$ cat config.mk
export PLATFORM = sky130hd
export DESIGN_NAME = double_ended_queue_core
export DESIGN_NICKNAME = d
export VERILOG_FILES = /design/src/rtl/deq_pkg.sv /design/src/rtl/deq_ram.sv /design/src/rtl/double_ended_queue_core.sv
export SDC_FILE = /design/constraint.sdc
export NUM_CORES = 2
export LEC_CHECK = 0
export ABC_CLOCK_PERIOD_IN_PS = 7300
export BUFFER_PORTS_ARGS = -buffer_cell sky130_fd_sc_hd__clkbuf_2
export CELL_PAD_IN_SITES_DETAIL_PLACEMENT = 2
export CELL_PAD_IN_SITES_GLOBAL_PLACEMENT = 2
export CORE_UTILIZATION = 45
export DETAILED_ROUTE_END_ITERATION = 8
export GPL_TIMING_DRIVEN = 0
export PLACE_DENSITY = 0.73
export SLEW_MARGIN = 15
export SYNTH_ARGS = -nofsm -noshare
export SYNTH_HDL_FRONTEND = slang
export SYNTH_SLANG_ARGS = --single-unit
$ cat constraint.sdc
create_clock -name clock -period 7.3 [get_ports clock]
set_input_delay 1.46 -clock clock [delete_from_list [all_inputs] [get_ports clock]]
set_output_delay 1.46 -clock clock [all_outputs]
set_load 0.1 [all_outputs]
$ cat src/rtl/deq_pkg.sv
package deq_pkg;

   // Field widths of the request and response transfers
   localparam int unsigned CMD_W      = 2;
   localparam int unsigned VALUE_W    = 32;
   localparam int unsigned STATUS_W   = 2;
   localparam int unsigned COUNT_W    = 7;
   localparam int unsigned REQ_DATA_W = 32;
   localparam int unsigned REQ_USER_W = 2;
   localparam int unsigned RSP_DATA_W = 40;
   localparam int unsigned RSP_USER_W = 2;

   typedef enum logic [CMD_W-1:0] {
      CMD_PUSH_FRONT = 2'd0,
      CMD_PUSH_BACK  = 2'd1,
      CMD_POP_FRONT  = 2'd2,
      CMD_POP_BACK   = 2'd3
   } cmd_type;

   typedef logic [STATUS_W-1:0] status_type;

   localparam status_type ST_OK    = 2'd0;
   localparam status_type ST_EMPTY = 2'd1;
   localparam status_type ST_FULL  = 2'd2;

endpackage

$ cat src/rtl/deq_ram.sv
module deq_ram #(
   parameter int unsigned DEPTH = 64,
   parameter int unsigned WIDTH = 32,
   parameter int unsigned AW    = 6
) (
   input  logic             clock,
   input  logic             wr_en,
   input  logic [AW-1:0]    wr_addr,
   input  logic [WIDTH-1:0] wr_data,
   input  logic             rd_en,
   input  logic [AW-1:0]    rd_addr,
   output logic [WIDTH-1:0] rd_data
);

   logic [WIDTH-1:0] mem [DEPTH];
   logic [WIDTH-1:0] rd_data_ff;

   always_ff @(posedge clock) begin
      if (wr_en) begin
         mem[wr_addr] <= wr_data;
      end
   end

   // hold the read word until the next read is issued
   always_ff @(posedge clock) begin
      if (rd_en) begin
         rd_data_ff <= mem[rd_addr];
      end
   end

   assign rd_data = rd_data_ff;

endmodule

$ cat src/rtl/double_ended_queue_core.sv
// Double-ended queue of VALUE_WIDTH-bit values held in a circular block RAM of DEPTH entries,
// tracked by a front index and a fill count in flip-flops. Each request transfer carries a
// command in req_tuser (push front, push back, pop front, pop back) and a push value in
// req_tdata; each one yields exactly one response transfer with the popped value (zero for
// pushes and rejected commands), a status (ok, pop on empty, push on full) in rsp_tuser, the
// count after the step and an empty flag. Rejected commands leave the queue untouched. The
// block takes one request per cycle while req_tready is high; a response passes through the
// registered read of the RAM and then the output register. The index and count
// update at acceptance, so a pop straight after a push to the same entry reads the new value.
// req_tready drops only while a response is stalled at the output with another behind it. The
// store needs no clearing: an entry is only read after it was written.
module double_ended_queue_core #(
   parameter int unsigned DEPTH       = 64,
   parameter int unsigned VALUE_WIDTH = 32
) (
   input  logic                            clock,
   input  logic                            reset,
   input  logic                            req_tvalid,
   output logic                            req_tready,
   input  logic [deq_pkg::REQ_DATA_W-1:0]  req_tdata,   // [31:0] push_value
   input  logic [deq_pkg::REQ_USER_W-1:0]  req_tuser,   // [1:0] command
   output logic                            rsp_tvalid,
   input  logic                            rsp_tready,
   output logic [deq_pkg::RSP_DATA_W-1:0]  rsp_tdata,   // [31:0] popped_value,
                                                        // [38:32] entry_count, [39] is_empty
   output logic [deq_pkg::RSP_USER_W-1:0]  rsp_tuser    // [1:0] status
);

   import deq_pkg::*;

   localparam int unsigned AW = (DEPTH > 1) ? $clog2(DEPTH) : 1;
   localparam int unsigned CW = $clog2(DEPTH + 1);
   localparam int unsigned SW = AW + 1;

   // queue state
   logic [AW-1:0]    front_ff, front_in;
   logic [CW-1:0]    count_ff, count_in;

   // read stage: command accepted, RAM word on its way
   logic             pend_ff, pend_in;
   logic             pop_ok_ff;
   status_type       status_ff;
   logic [CW-1:0]    cnt_snap_ff;

   // output register
   logic             rsp_valid_ff;
   logic [RSP_DATA_W-1:0] rsp_data_ff;
   status_type       rsp_status_ff;

   logic             accept, out_free, advance;
   cmd_type          cmd;
   logic             full, empty;
   logic [AW-1:0]    front_dec, front_inc;
   logic [SW-1:0]    back_sum, tail_sum;
   logic [AW-1:0]    back_idx, tail_idx;
   logic             wr_en, rd_en, op_ok;
   logic [AW-1:0]    wr_addr, rd_addr;
   status_type       status_in;
   logic [VALUE_WIDTH+VALUE_W-1:0] push_ext;
   logic [VALUE_WIDTH-1:0] rd_data;
   logic [VALUE_WIDTH+VALUE_W-1:0] pop_ext;
   logic [CW+COUNT_W-1:0] cnt_ext;
   logic [VALUE_W-1:0] popped;

   function automatic logic [VALUE_W-1:0] pop_okay_mask(input logic ok,
                                                        input logic [VALUE_W-1:0] v);
      pop_okay_mask = ok ? v : '0;
   endfunction

   assign out_free   = !rsp_valid_ff || rsp_tready;
   assign advance    = pend_ff && out_free;
   assign req_tready = !pend_ff || out_free;
   assign accept     = req_tvalid && req_tready;

   assign cmd   = cmd_type'(req_tuser[CMD_W-1:0]);
   assign full  = (count_ff == CW'(DEPTH));
   assign empty = (count_ff == '0);

   // circular index arithmetic; sums stay below twice the depth
   assign front_dec = (front_ff == '0) ? AW'(DEPTH - 1) : front_ff - 1'b1;
   assign front_inc = (front_ff == AW'(DEPTH - 1)) ? '0 : front_ff + 1'b1;
   assign back_sum  = SW'(front_ff) + SW'(count_ff);
   assign tail_sum  = back_sum - 1'b1;
   assign back_idx  = (back_sum >= SW'(DEPTH)) ? AW'(back_sum - SW'(DEPTH)) : AW'(back_sum);
   assign tail_idx  = (tail_sum >= SW'(DEPTH)) ? AW'(tail_sum - SW'(DEPTH)) : AW'(tail_sum);

   assign push_ext = {{VALUE_WIDTH{1'b0}}, req_tdata[VALUE_W-1:0]};

   always_comb begin
      front_in  = front_ff;
      count_in  = count_ff;
      wr_en     = 1'b0;
      rd_en     = 1'b0;
      wr_addr   = front_ff;
      rd_addr   = front_ff;
      op_ok     = 1'b0;
      status_in = ST_OK;
      case (cmd)
         CMD_PUSH_FRONT: begin
            if (full) begin
               status_in = ST_FULL;
            end else begin
               front_in = front_dec;
               wr_addr  = front_dec;
               wr_en    = accept;
               count_in = count_ff + 1'b1;
            end
         end
         CMD_PUSH_BACK: begin
            if (full) begin
               status_in = ST_FULL;
            end else begin
               wr_addr  = back_idx;
               wr_en    = accept;
               count_in = count_ff + 1'b1;
            end
         end
         CMD_POP_FRONT: begin
            if (empty) begin
               status_in = ST_EMPTY;
            end else begin
               rd_addr  = front_ff;
               rd_en    = accept;
               op_ok    = 1'b1;
               front_in = front_inc;
               count_in = count_ff - 1'b1;
            end
         end
         CMD_POP_BACK: begin
            if (empty) begin
               status_in = ST_EMPTY;
            end else begin
               rd_addr  = tail_idx;
               rd_en    = accept;
               op_ok    = 1'b1;
               count_in = count_ff - 1'b1;
            end
         end
         default: begin
            status_in = ST_OK;
         end
      endcase
   end

   deq_ram #(
      .DEPTH (DEPTH),
      .WIDTH (VALUE_WIDTH),
      .AW    (AW)
   ) u_ram (
      .clock   (clock),
      .wr_en   (wr_en),
      .wr_addr (wr_addr),
      .wr_data (push_ext[VALUE_WIDTH-1:0]),
      .rd_en   (rd_en),
      .rd_addr (rd_addr),
      .rd_data (rd_data)
   );

   // fit the stored word and the count to their response fields
   assign pop_ext = {{VALUE_W{1'b0}}, rd_data};
   assign popped  = pop_okay_mask(pop_ok_ff, pop_ext[VALUE_W-1:0]);
   assign cnt_ext = {{COUNT_W{1'b0}}, cnt_snap_ff};

   assign pend_in = accept || (pend_ff && !out_free);

   // queue state advances at acceptance
   always_ff @(posedge clock) begin
      if (reset) begin
         front_ff <= '0;
         count_ff <= '0;
      end else if (accept) begin
         front_ff <= front_in;
         count_ff <= count_in;
      end
   end

   // read stage: hold the command's outcome while the RAM word arrives
   always_ff @(posedge clock) begin
      if (reset) begin
         pend_ff <= 1'b0;
      end else begin
         pend_ff <= pend_in;
      end
   end

   always_ff @(posedge clock) begin
      if (accept) begin
         pop_ok_ff   <= op_ok;
         status_ff   <= status_in;
         cnt_snap_ff <= count_in;
      end
   end

   // output register: load on advance, drop valid once the transfer completes
   always_ff @(posedge clock) begin
      if (reset) begin
         rsp_valid_ff <= 1'b0;
      end else if (advance) begin
         rsp_valid_ff <= 1'b1;
      end else if (rsp_tready) begin
         rsp_valid_ff <= 1'b0;
      end
   end

   always_ff @(posedge clock) begin
      if (advance) begin
         rsp_data_ff   <= {(cnt_snap_ff == '0), cnt_ext[COUNT_W-1:0], popped};
         rsp_status_ff <= status_ff;
      end
   end

   assign rsp_tvalid = rsp_valid_ff;
   assign rsp_tdata  = rsp_data_ff;
   assign rsp_tuser  = rsp_status_ff;

endmodule

---- After elaboration in Yosys (flattened, before gate mapping) ----
Memories as Yosys holds them, arrays and structs flattened. A register that Yosys moved wholly into a read port is not among the register bits.
Index checks and enable logic that the tools add are counted.
word-level totals
  flip-flop bits (word level) ............. 67
  latch bits .............................. 0
  memory bits (writable) .................. 2048
  memory bits (read-only) ................. 0
  input bits .............................. 38
  output and inout port bits .............. 44
  memories ................................ 1
memories
  memory     depth  width  read ports  clocked after Yosys merged registers in  wr ports  RTL line       text
  u_ram.mem  64     32     1           1                                        1         deq_ram.sv:15  logic [WIDTH-1:0] mem [DEPTH];
cells by class
  $add $sub $neg .......................... 8
  $mul .................................... 0
  div/mod/pow operators ................... 0
  $lt $le $gt $ge ......................... 2
  equal/unequal tests ..................... 6
  shift operators ......................... 0
  multiplexer cells ....................... 26
  bitwise operators ....................... 0
  reduce and logical (&&, ||, !) cells .... 18
operator list
  cell                                                                   number
  6-bit two-way mux                                                      9
  6-bit one-hot mux with 2 select lines                                  2
  6-bit by 1-bit subtractor with 6-bit output, second input constant     3
  7-bit greater-or-equal comparator, second input constant               2
  7-bit zero test                                                        2
  7-bit two-way mux                                                      2
  7-bit one-hot mux with 2 select lines                                  1
  7-bit by 1-bit subtractor with 7-bit output, second input constant     2
  1-bit two-way mux                                                      10
  6-bit by 7-bit adder with 7-bit output                                 1
  7-bit by 1-bit adder with 7-bit output, second input constant          1
  7-bit equality test, second input constant                             1
  6-bit by 1-bit adder with 6-bit output, second input constant          1
  6-bit equality test, second input constant                             1
  6-bit zero test                                                        1
  2-bit equality test, second input constant                             2
  2-bit one-hot mux with 2 select lines                                  1
  2-bit nonzero test                                                     2
  2-bit OR reduction                                                     2
  1-bit logical AND                                                      3
  1-bit zero test                                                        3
  1-bit logical OR                                                       3
  3-bit AND reduction                                                    1
  2-bit by 1-bit equality test with 1-bit output, second input constant  1
  other kinds (3)                                                        3

---- Logic depth before layout (Yosys ltp) ----
  depth in word-level cells ............... 8
  gate-level depth with buffers ........... 17

---- Modules after synthesis ----
A second synthesis with hierarchy kept.
second synthesis, totals
  cell total of the unflattened synthesis .. 3663
  area total of the unflattened synthesis .. 82364.0 sq um
by module, submodules not included
  module                   times used  cells an instance  area each (sq um)  seq. area each (sq um)
  deq_ram                  1           3324               78835.6            62459.9
  double_ended_queue_core  1           339                3528.4             1861.8

---- Worst setup path after synthesis ----
OpenSTA, ideal clock, no wires.
  path kind ............................... input-to-reg
  start ................................... input port rsp_tready
  end ..................................... memory u_ram.mem[42][0] (enable)
  setup time .............................. 461 ps
  data arrival time ....................... 5589 ps
  slack ................................... 1250 ps
  stages on the path ...................... 8
  buffers on the path ..................... 0
  cell sequence ........................... nor2b_1 nand2_1 nand2_1 clkinv_1 nand3_1 nor2_1 nand2_1 nor3_1
between the ends
  word-level cells in the longest chain between the ends .. 7
ends and longest elaborated chain
  item                                     RTL line                                                        text
  start: declaration                       double_ended_queue_core.sv:23                                   input logic rsp_tready,
  1-bit logical OR                         double_ended_queue_core.sv:70                                   assign out_free = !rsp_valid_ff || rsp_tready;
  1-bit logical OR                         double_ended_queue_core.sv:72                                   assign req_tready = !pend_ff || out_free;
  via req_tready                           double_ended_queue_core.sv:19                                   output logic req_tready,
  1-bit logical AND                        double_ended_queue_core.sv:73                                   assign accept = req_tvalid && req_tready;
  via accept                               double_ended_queue_core.sv:50                                   logic accept, out_free, advance;
  1-bit two-way mux                        double_ended_queue_core.sv:100, double_ended_queue_core.sv:110
  1-bit two-way mux                        n/a
  1-bit two-way mux                        deq_ram.sv:19                                                   if (wr_en) begin
  1-bit two-way mux (implied by the code)  deq_ram.sv:20                                                   mem[wr_addr] <= wr_data;
  end: declaration                         deq_ram.sv:15
The timed path passes the listed nets, and every way through them passes these cells.

---- Worst setup path after layout ----
  start ................................... register count_ff[0]
  end ..................................... register u_ram.rd_data_ff[30] (netlist: u_ram.rd_data[30]), read port of u_ram.mem, data pin
between the ends
  word-level cells in the longest chain between the ends .. 6
  elaborated cells on any way between the ends .. 10
  those cells by class .................... 3 x add/sub; 1 x order compare; 5 x mux; 1 x reduce/logical
ends and longest elaborated chain
  item                                                                                              RTL line                        text
  start: declaration                                                                                double_ended_queue_core.sv:37   logic [CW-1:0] count_ff, count_in;
  start signal: assignment                                                                          double_ended_queue_core.sv:173  count_ff <= count_in;
  6-bit by 7-bit adder with 7-bit output                                                            double_ended_queue_core.sv:82   assign back_sum = SW'(front_ff) + SW'(count_ff);
  7-bit by 1-bit subtractor with 7-bit output                                                       double_ended_queue_core.sv:83   assign tail_sum = back_sum - 1'b1;
  6-bit by 1-bit subtractor with 6-bit output or 7-bit greater-or-equal comparator (tied branches)  double_ended_queue_core.sv:85   assign tail_idx = (tail_sum >= SW'(DEPTH)) ? AW'(tail_sum - SW'(DEPTH)) : AW'(tail_sum);
  6-bit two-way mux                                                                                 double_ended_queue_core.sv:85
  6-bit two-way mux                                                                                 double_ended_queue_core.sv:130  if (empty) begin
  6-bit two-way mux                                                                                 n/a
  end: declaration                                                                                  deq_ram.sv:16                   logic [WIDTH-1:0] rd_data_ff;
Several ways; a longest one is shown, not always the timed one.
A chain may end at the register's enable or synchronous reset.

==> flow_metrics.env <==
export IMPL_dp_slack_ns=-0.0614
export IMPL_synthSimpleGateAreaFrac_pct=4.53
export IMPL_numCtsBuffers=221
export IMPL_coreArea_um2=188000
export IMPL_finClkSkew_ns=0.0282
export IMPL_synthAdderAreaFrac_pct=0.185
export IMPL_total_leakage_power_nw=33.6
export IMPL_drt_initial_drc_count=8124
export IMPL_syn_to_final_growth_pct=16.3
export IMPL_numPortBuffers=80
export IMPL_crit_top_cell="clkbuf_1"
export IMPL_fin_area_um2=98900
export IMPL_dp_cells=8040
export IMPL_ant_nets=0
export IMPL_die_y_um=437
export IMPL_wl_per_cell_um=42.7
export IMPL_cts_setup_buffers=0
export IMPL_ys_seq_elements=2147
export IMPL_place_area_um2=91900
export IMPL_final_setup_viol_count=2
export IMPL_rows=159
export IMPL_cp_buffers_inverters=6
export IMPL_layout_cells_non_filler=8476
export IMPL_synth_top_family_by_area="compound AO/OA/AOI/OAI gates"
export IMPL_hp_class="flip-flop to flip-flop"
export IMPL_clock_root_buffer="clkbuf_16"
export IMPL_dieArea_um2=191000
export IMPL_min_period_over_period_pct=101
export IMPL_ys_seq_area_share_pct=75.7
export IMPL_dr_pass1_iters=6
export IMPL_grt_overflow=0
export IMPL_wl_um=362000
export IMPL_path_max_fanout=10
export IMPL_worstPathCellList="clkbuf_1, inv_1, ha_1, clkbuf_2, nor4b_2, a21oi_1, mux2i_1, buf_2, clkbuf_1, clkbuf_1, a311oi_1, nor4_1"
export IMPL_synthMuxAreaShare_pct=7.83
export IMPL_powerDensity_nw_per_um2=318
export IMPL_relSlewSlack_pct=5.39
export IMPL_crit_type="flip-flop to flip-flop"
export IMPL_syn_avg_cell_area_um2=16.1
export IMPL_drv_slew=0
export IMPL_grt_max_degree=65
export IMPL_fin_util_pct=52.6
export IMPL_start_util_pct=45.3
export IMPL_path_clk_slew_ns=0.06
export IMPL_hold_violations=0
export IMPL_cpLargestDelayFamily="buffers and inverters"
export IMPL_start_kind="flip-flop"
export IMPL_synth_distinct_cells=70
export IMPL_cts_sinks=2147
export IMPL_ioPinCount=82
export IMPL_clk_insertion_delay_late_ns=0.91
export IMPL_final_setup_tns_ns=-0.112
export IMPL_fmax_mhz=135
export IMPL_final_nets=5818
export IMPL_cp_data_arrival_time_ns=7.98
export IMPL_worst_slack_ns=-0.107
export IMPL_clockBufferDepth=3
export IMPL_cts_hold_fix_buffers=0
export IMPL_grt_antenna_before_repair=54
export IMPL_min_period_ns=7.41
export IMPL_synth_edff_count=2132
export IMPL_grt_pass1_vias=60300
export IMPL_worstMarginPinSlew_ns=1.38
export IMPL_slowest_stage="mux2i_1"
export IMPL_cts_resized=0
export IMPL_maxCapViolCount=0
export IMPL_drive_gt1_share_pct=15.3
export IMPL_hpwlAfterDp_um=238000
export IMPL_drc=0
export IMPL_cpPeakStageDelay_ns=1.19
export IMPL_h_tree_depth=4
export IMPL_status="finished with violations"
export IMPL_synth_xor_area_share_pct=0.175
export IMPL_cts_tree="yes"
export IMPL_grt_pass1_wl_um=492000
export IMPL_syn_inst=5264
export IMPL_violations="setup timing"
export IMPL_ys_warn_count=0
export IMPL_crit_required_ns=7.87
export IMPL_grt_use_total_pct=37.3
export IMPL_avgViaCountPerCell=6.74
export IMPL_vias=57200
export IMPL_endpoint_kind="flip-flop"
export IMPL_vdd_ir_drop_max_uv=255
export IMPL_die_width_um=437
export IMPL_synth_main_ff_cell="edfxtp_1"
export IMPL_gp_congestion=0.930
export IMPL_rsz0062_at_grt="no"
export IMPL_synthArstFlopShare_pct=0
export IMPL_mappedNetlistNets=5314
export IMPL_synth_compound_area_share_pct=9.58
export IMPL_syn_cell_area_um2=85000
[layout make-up]
class,count,area [um2]
Fill cell,16800,88900
Sequential cell,2147,64300
Inverter,15,56.3
Clock inverter,138,1150
Tap cell,2495,3120
Buffer,362,1680
Antenna cell,31,77.6
Clock buffer,267,5750
Multi-Input combinational cell,2740,19400
Timing Repair Buffer,281,3300
[Yosys cell counts, types with 29 or more instances]
| cell | n | area [um2] |
|---|---|---|
| a22o_1 | 32 | 280 |
| buf_4 | 37 | 278 |
| o21ai_0 | 34 | 170 |
| mux2_2 | 87 | 980 |
| a211oi_1 | 31 | 233 |
| mux2i_1 | 567 | 5680 |
| a21oi_1 | 396 | 1980 |
| edfxtp_1 | 2132 | 64000 |
| a221o_1 | 48 | 480 |
| buf_2 | 112 | 561 |
| a32oi_1 | 71 | 622 |
| nand2_1 | 638 | 2390 |
| and2_1 | 38 | 238 |
| nor2_1 | 77 | 289 |
| a221oi_1 | 107 | 937 |
| o211ai_1 | 29 | 218 |
| a22oi_1 | 298 | 2240 |
| clkbuf_1 | 195 | 732 |
| nand3_1 | 35 | 175 |
| nor3_1 | 40 | 200 |
[per-layer routing]
layer  up-vias  track usage, %  wire length (um)
met4        30            22.3             25300
met2      3888            61.0            173000
met5         -               0               210
li1      22000               -                 -
met1     30100            44.9            129000
met3      1153            8.99             34600
[cells by family (layout without fill, tap and decap cells)]
family	after synthesis	count (layout)
compound gates	1160	1160
xor+xnor	12	12
fa+ha+maj	12	12
buf+inv	377	1063
flops	2147	2147
mux	654	654
other cells	0	31
simple gates	902	902
[flip-flops by register name (all words and copies together), names as in the netlist]
register,flops
count_ff,7
pop_ok_ff,1
u_ram.rd_data,32
cnt_snap_ff,7
front_ff,6
pend_ff,1
rsp_tdata,40
u_ram.mem,2048
rsp_tuser,2
status_ff,2
rsp_tvalid,1
[metrics by stage]
step,power (mW),hold WS [ns]
3_3_place_gp,19.6,0.407
4_1_cts,31.2,0.449
6_report,31.4,0.438
3_5_place_dp,19.9,0.434
5_1_grt,31.8,0.462
2_1_floorplan,17.1,0.400
[power by group]
group / leakage, nW / total, mW / internal, mW / switching [mW]
Clock: 3.39 / 11.3 / 6.16 / 5.19
Combinational: 10.9 / 6.29 / 1.66 / 4.62
Sequential: 19.3 / 13.8 / 13.7 / 0.0660
[path summary, 6_finish.rpt]
| path | startpoint | endpoint | slack [ns] | cells after the start |
|---|---|---|---|---|
| hold reg to reg | status_ff[0] | rsp_tuser[0] | 0.44 | 0 |
| setup reg to reg | count_ff[0] | u_ram.rd_data[30] | -0.11 | 12 |
| setup / recovery | count_ff[0] | u_ram.rd_data[30] | -0.11 | 12 |
| hold / removal | status_ff[0] | rsp_tuser[0] | 0.44 | 0 |
[placed cells by master, fill, tap and decap left out, types with 28 or more instances in the layout]
cell type     n
a211oi_1     31
a21oi_1     395
a221o_1      48
a221oi_1    107
a22o_1       32
a22oi_1     298
a32o_1       28
a32oi_1      70
and2_1       38
buf_12       49
buf_2       112
buf_4       118
buf_6        49
clkbuf_1    237
clkbuf_16   223
clkbuf_2     51
clkbuf_4     32
clkinv_1     60
clkinv_2     46
diode_2      31
edfxtp_1   2132
mux2_2       87
mux2i_1     567
nand2_1     638
nand3_1      35
nor2_1       36
nor2_4       39
o211ai_1     29
o21ai_0      34
Note: power is estimated with default switching activity, not from simulation.
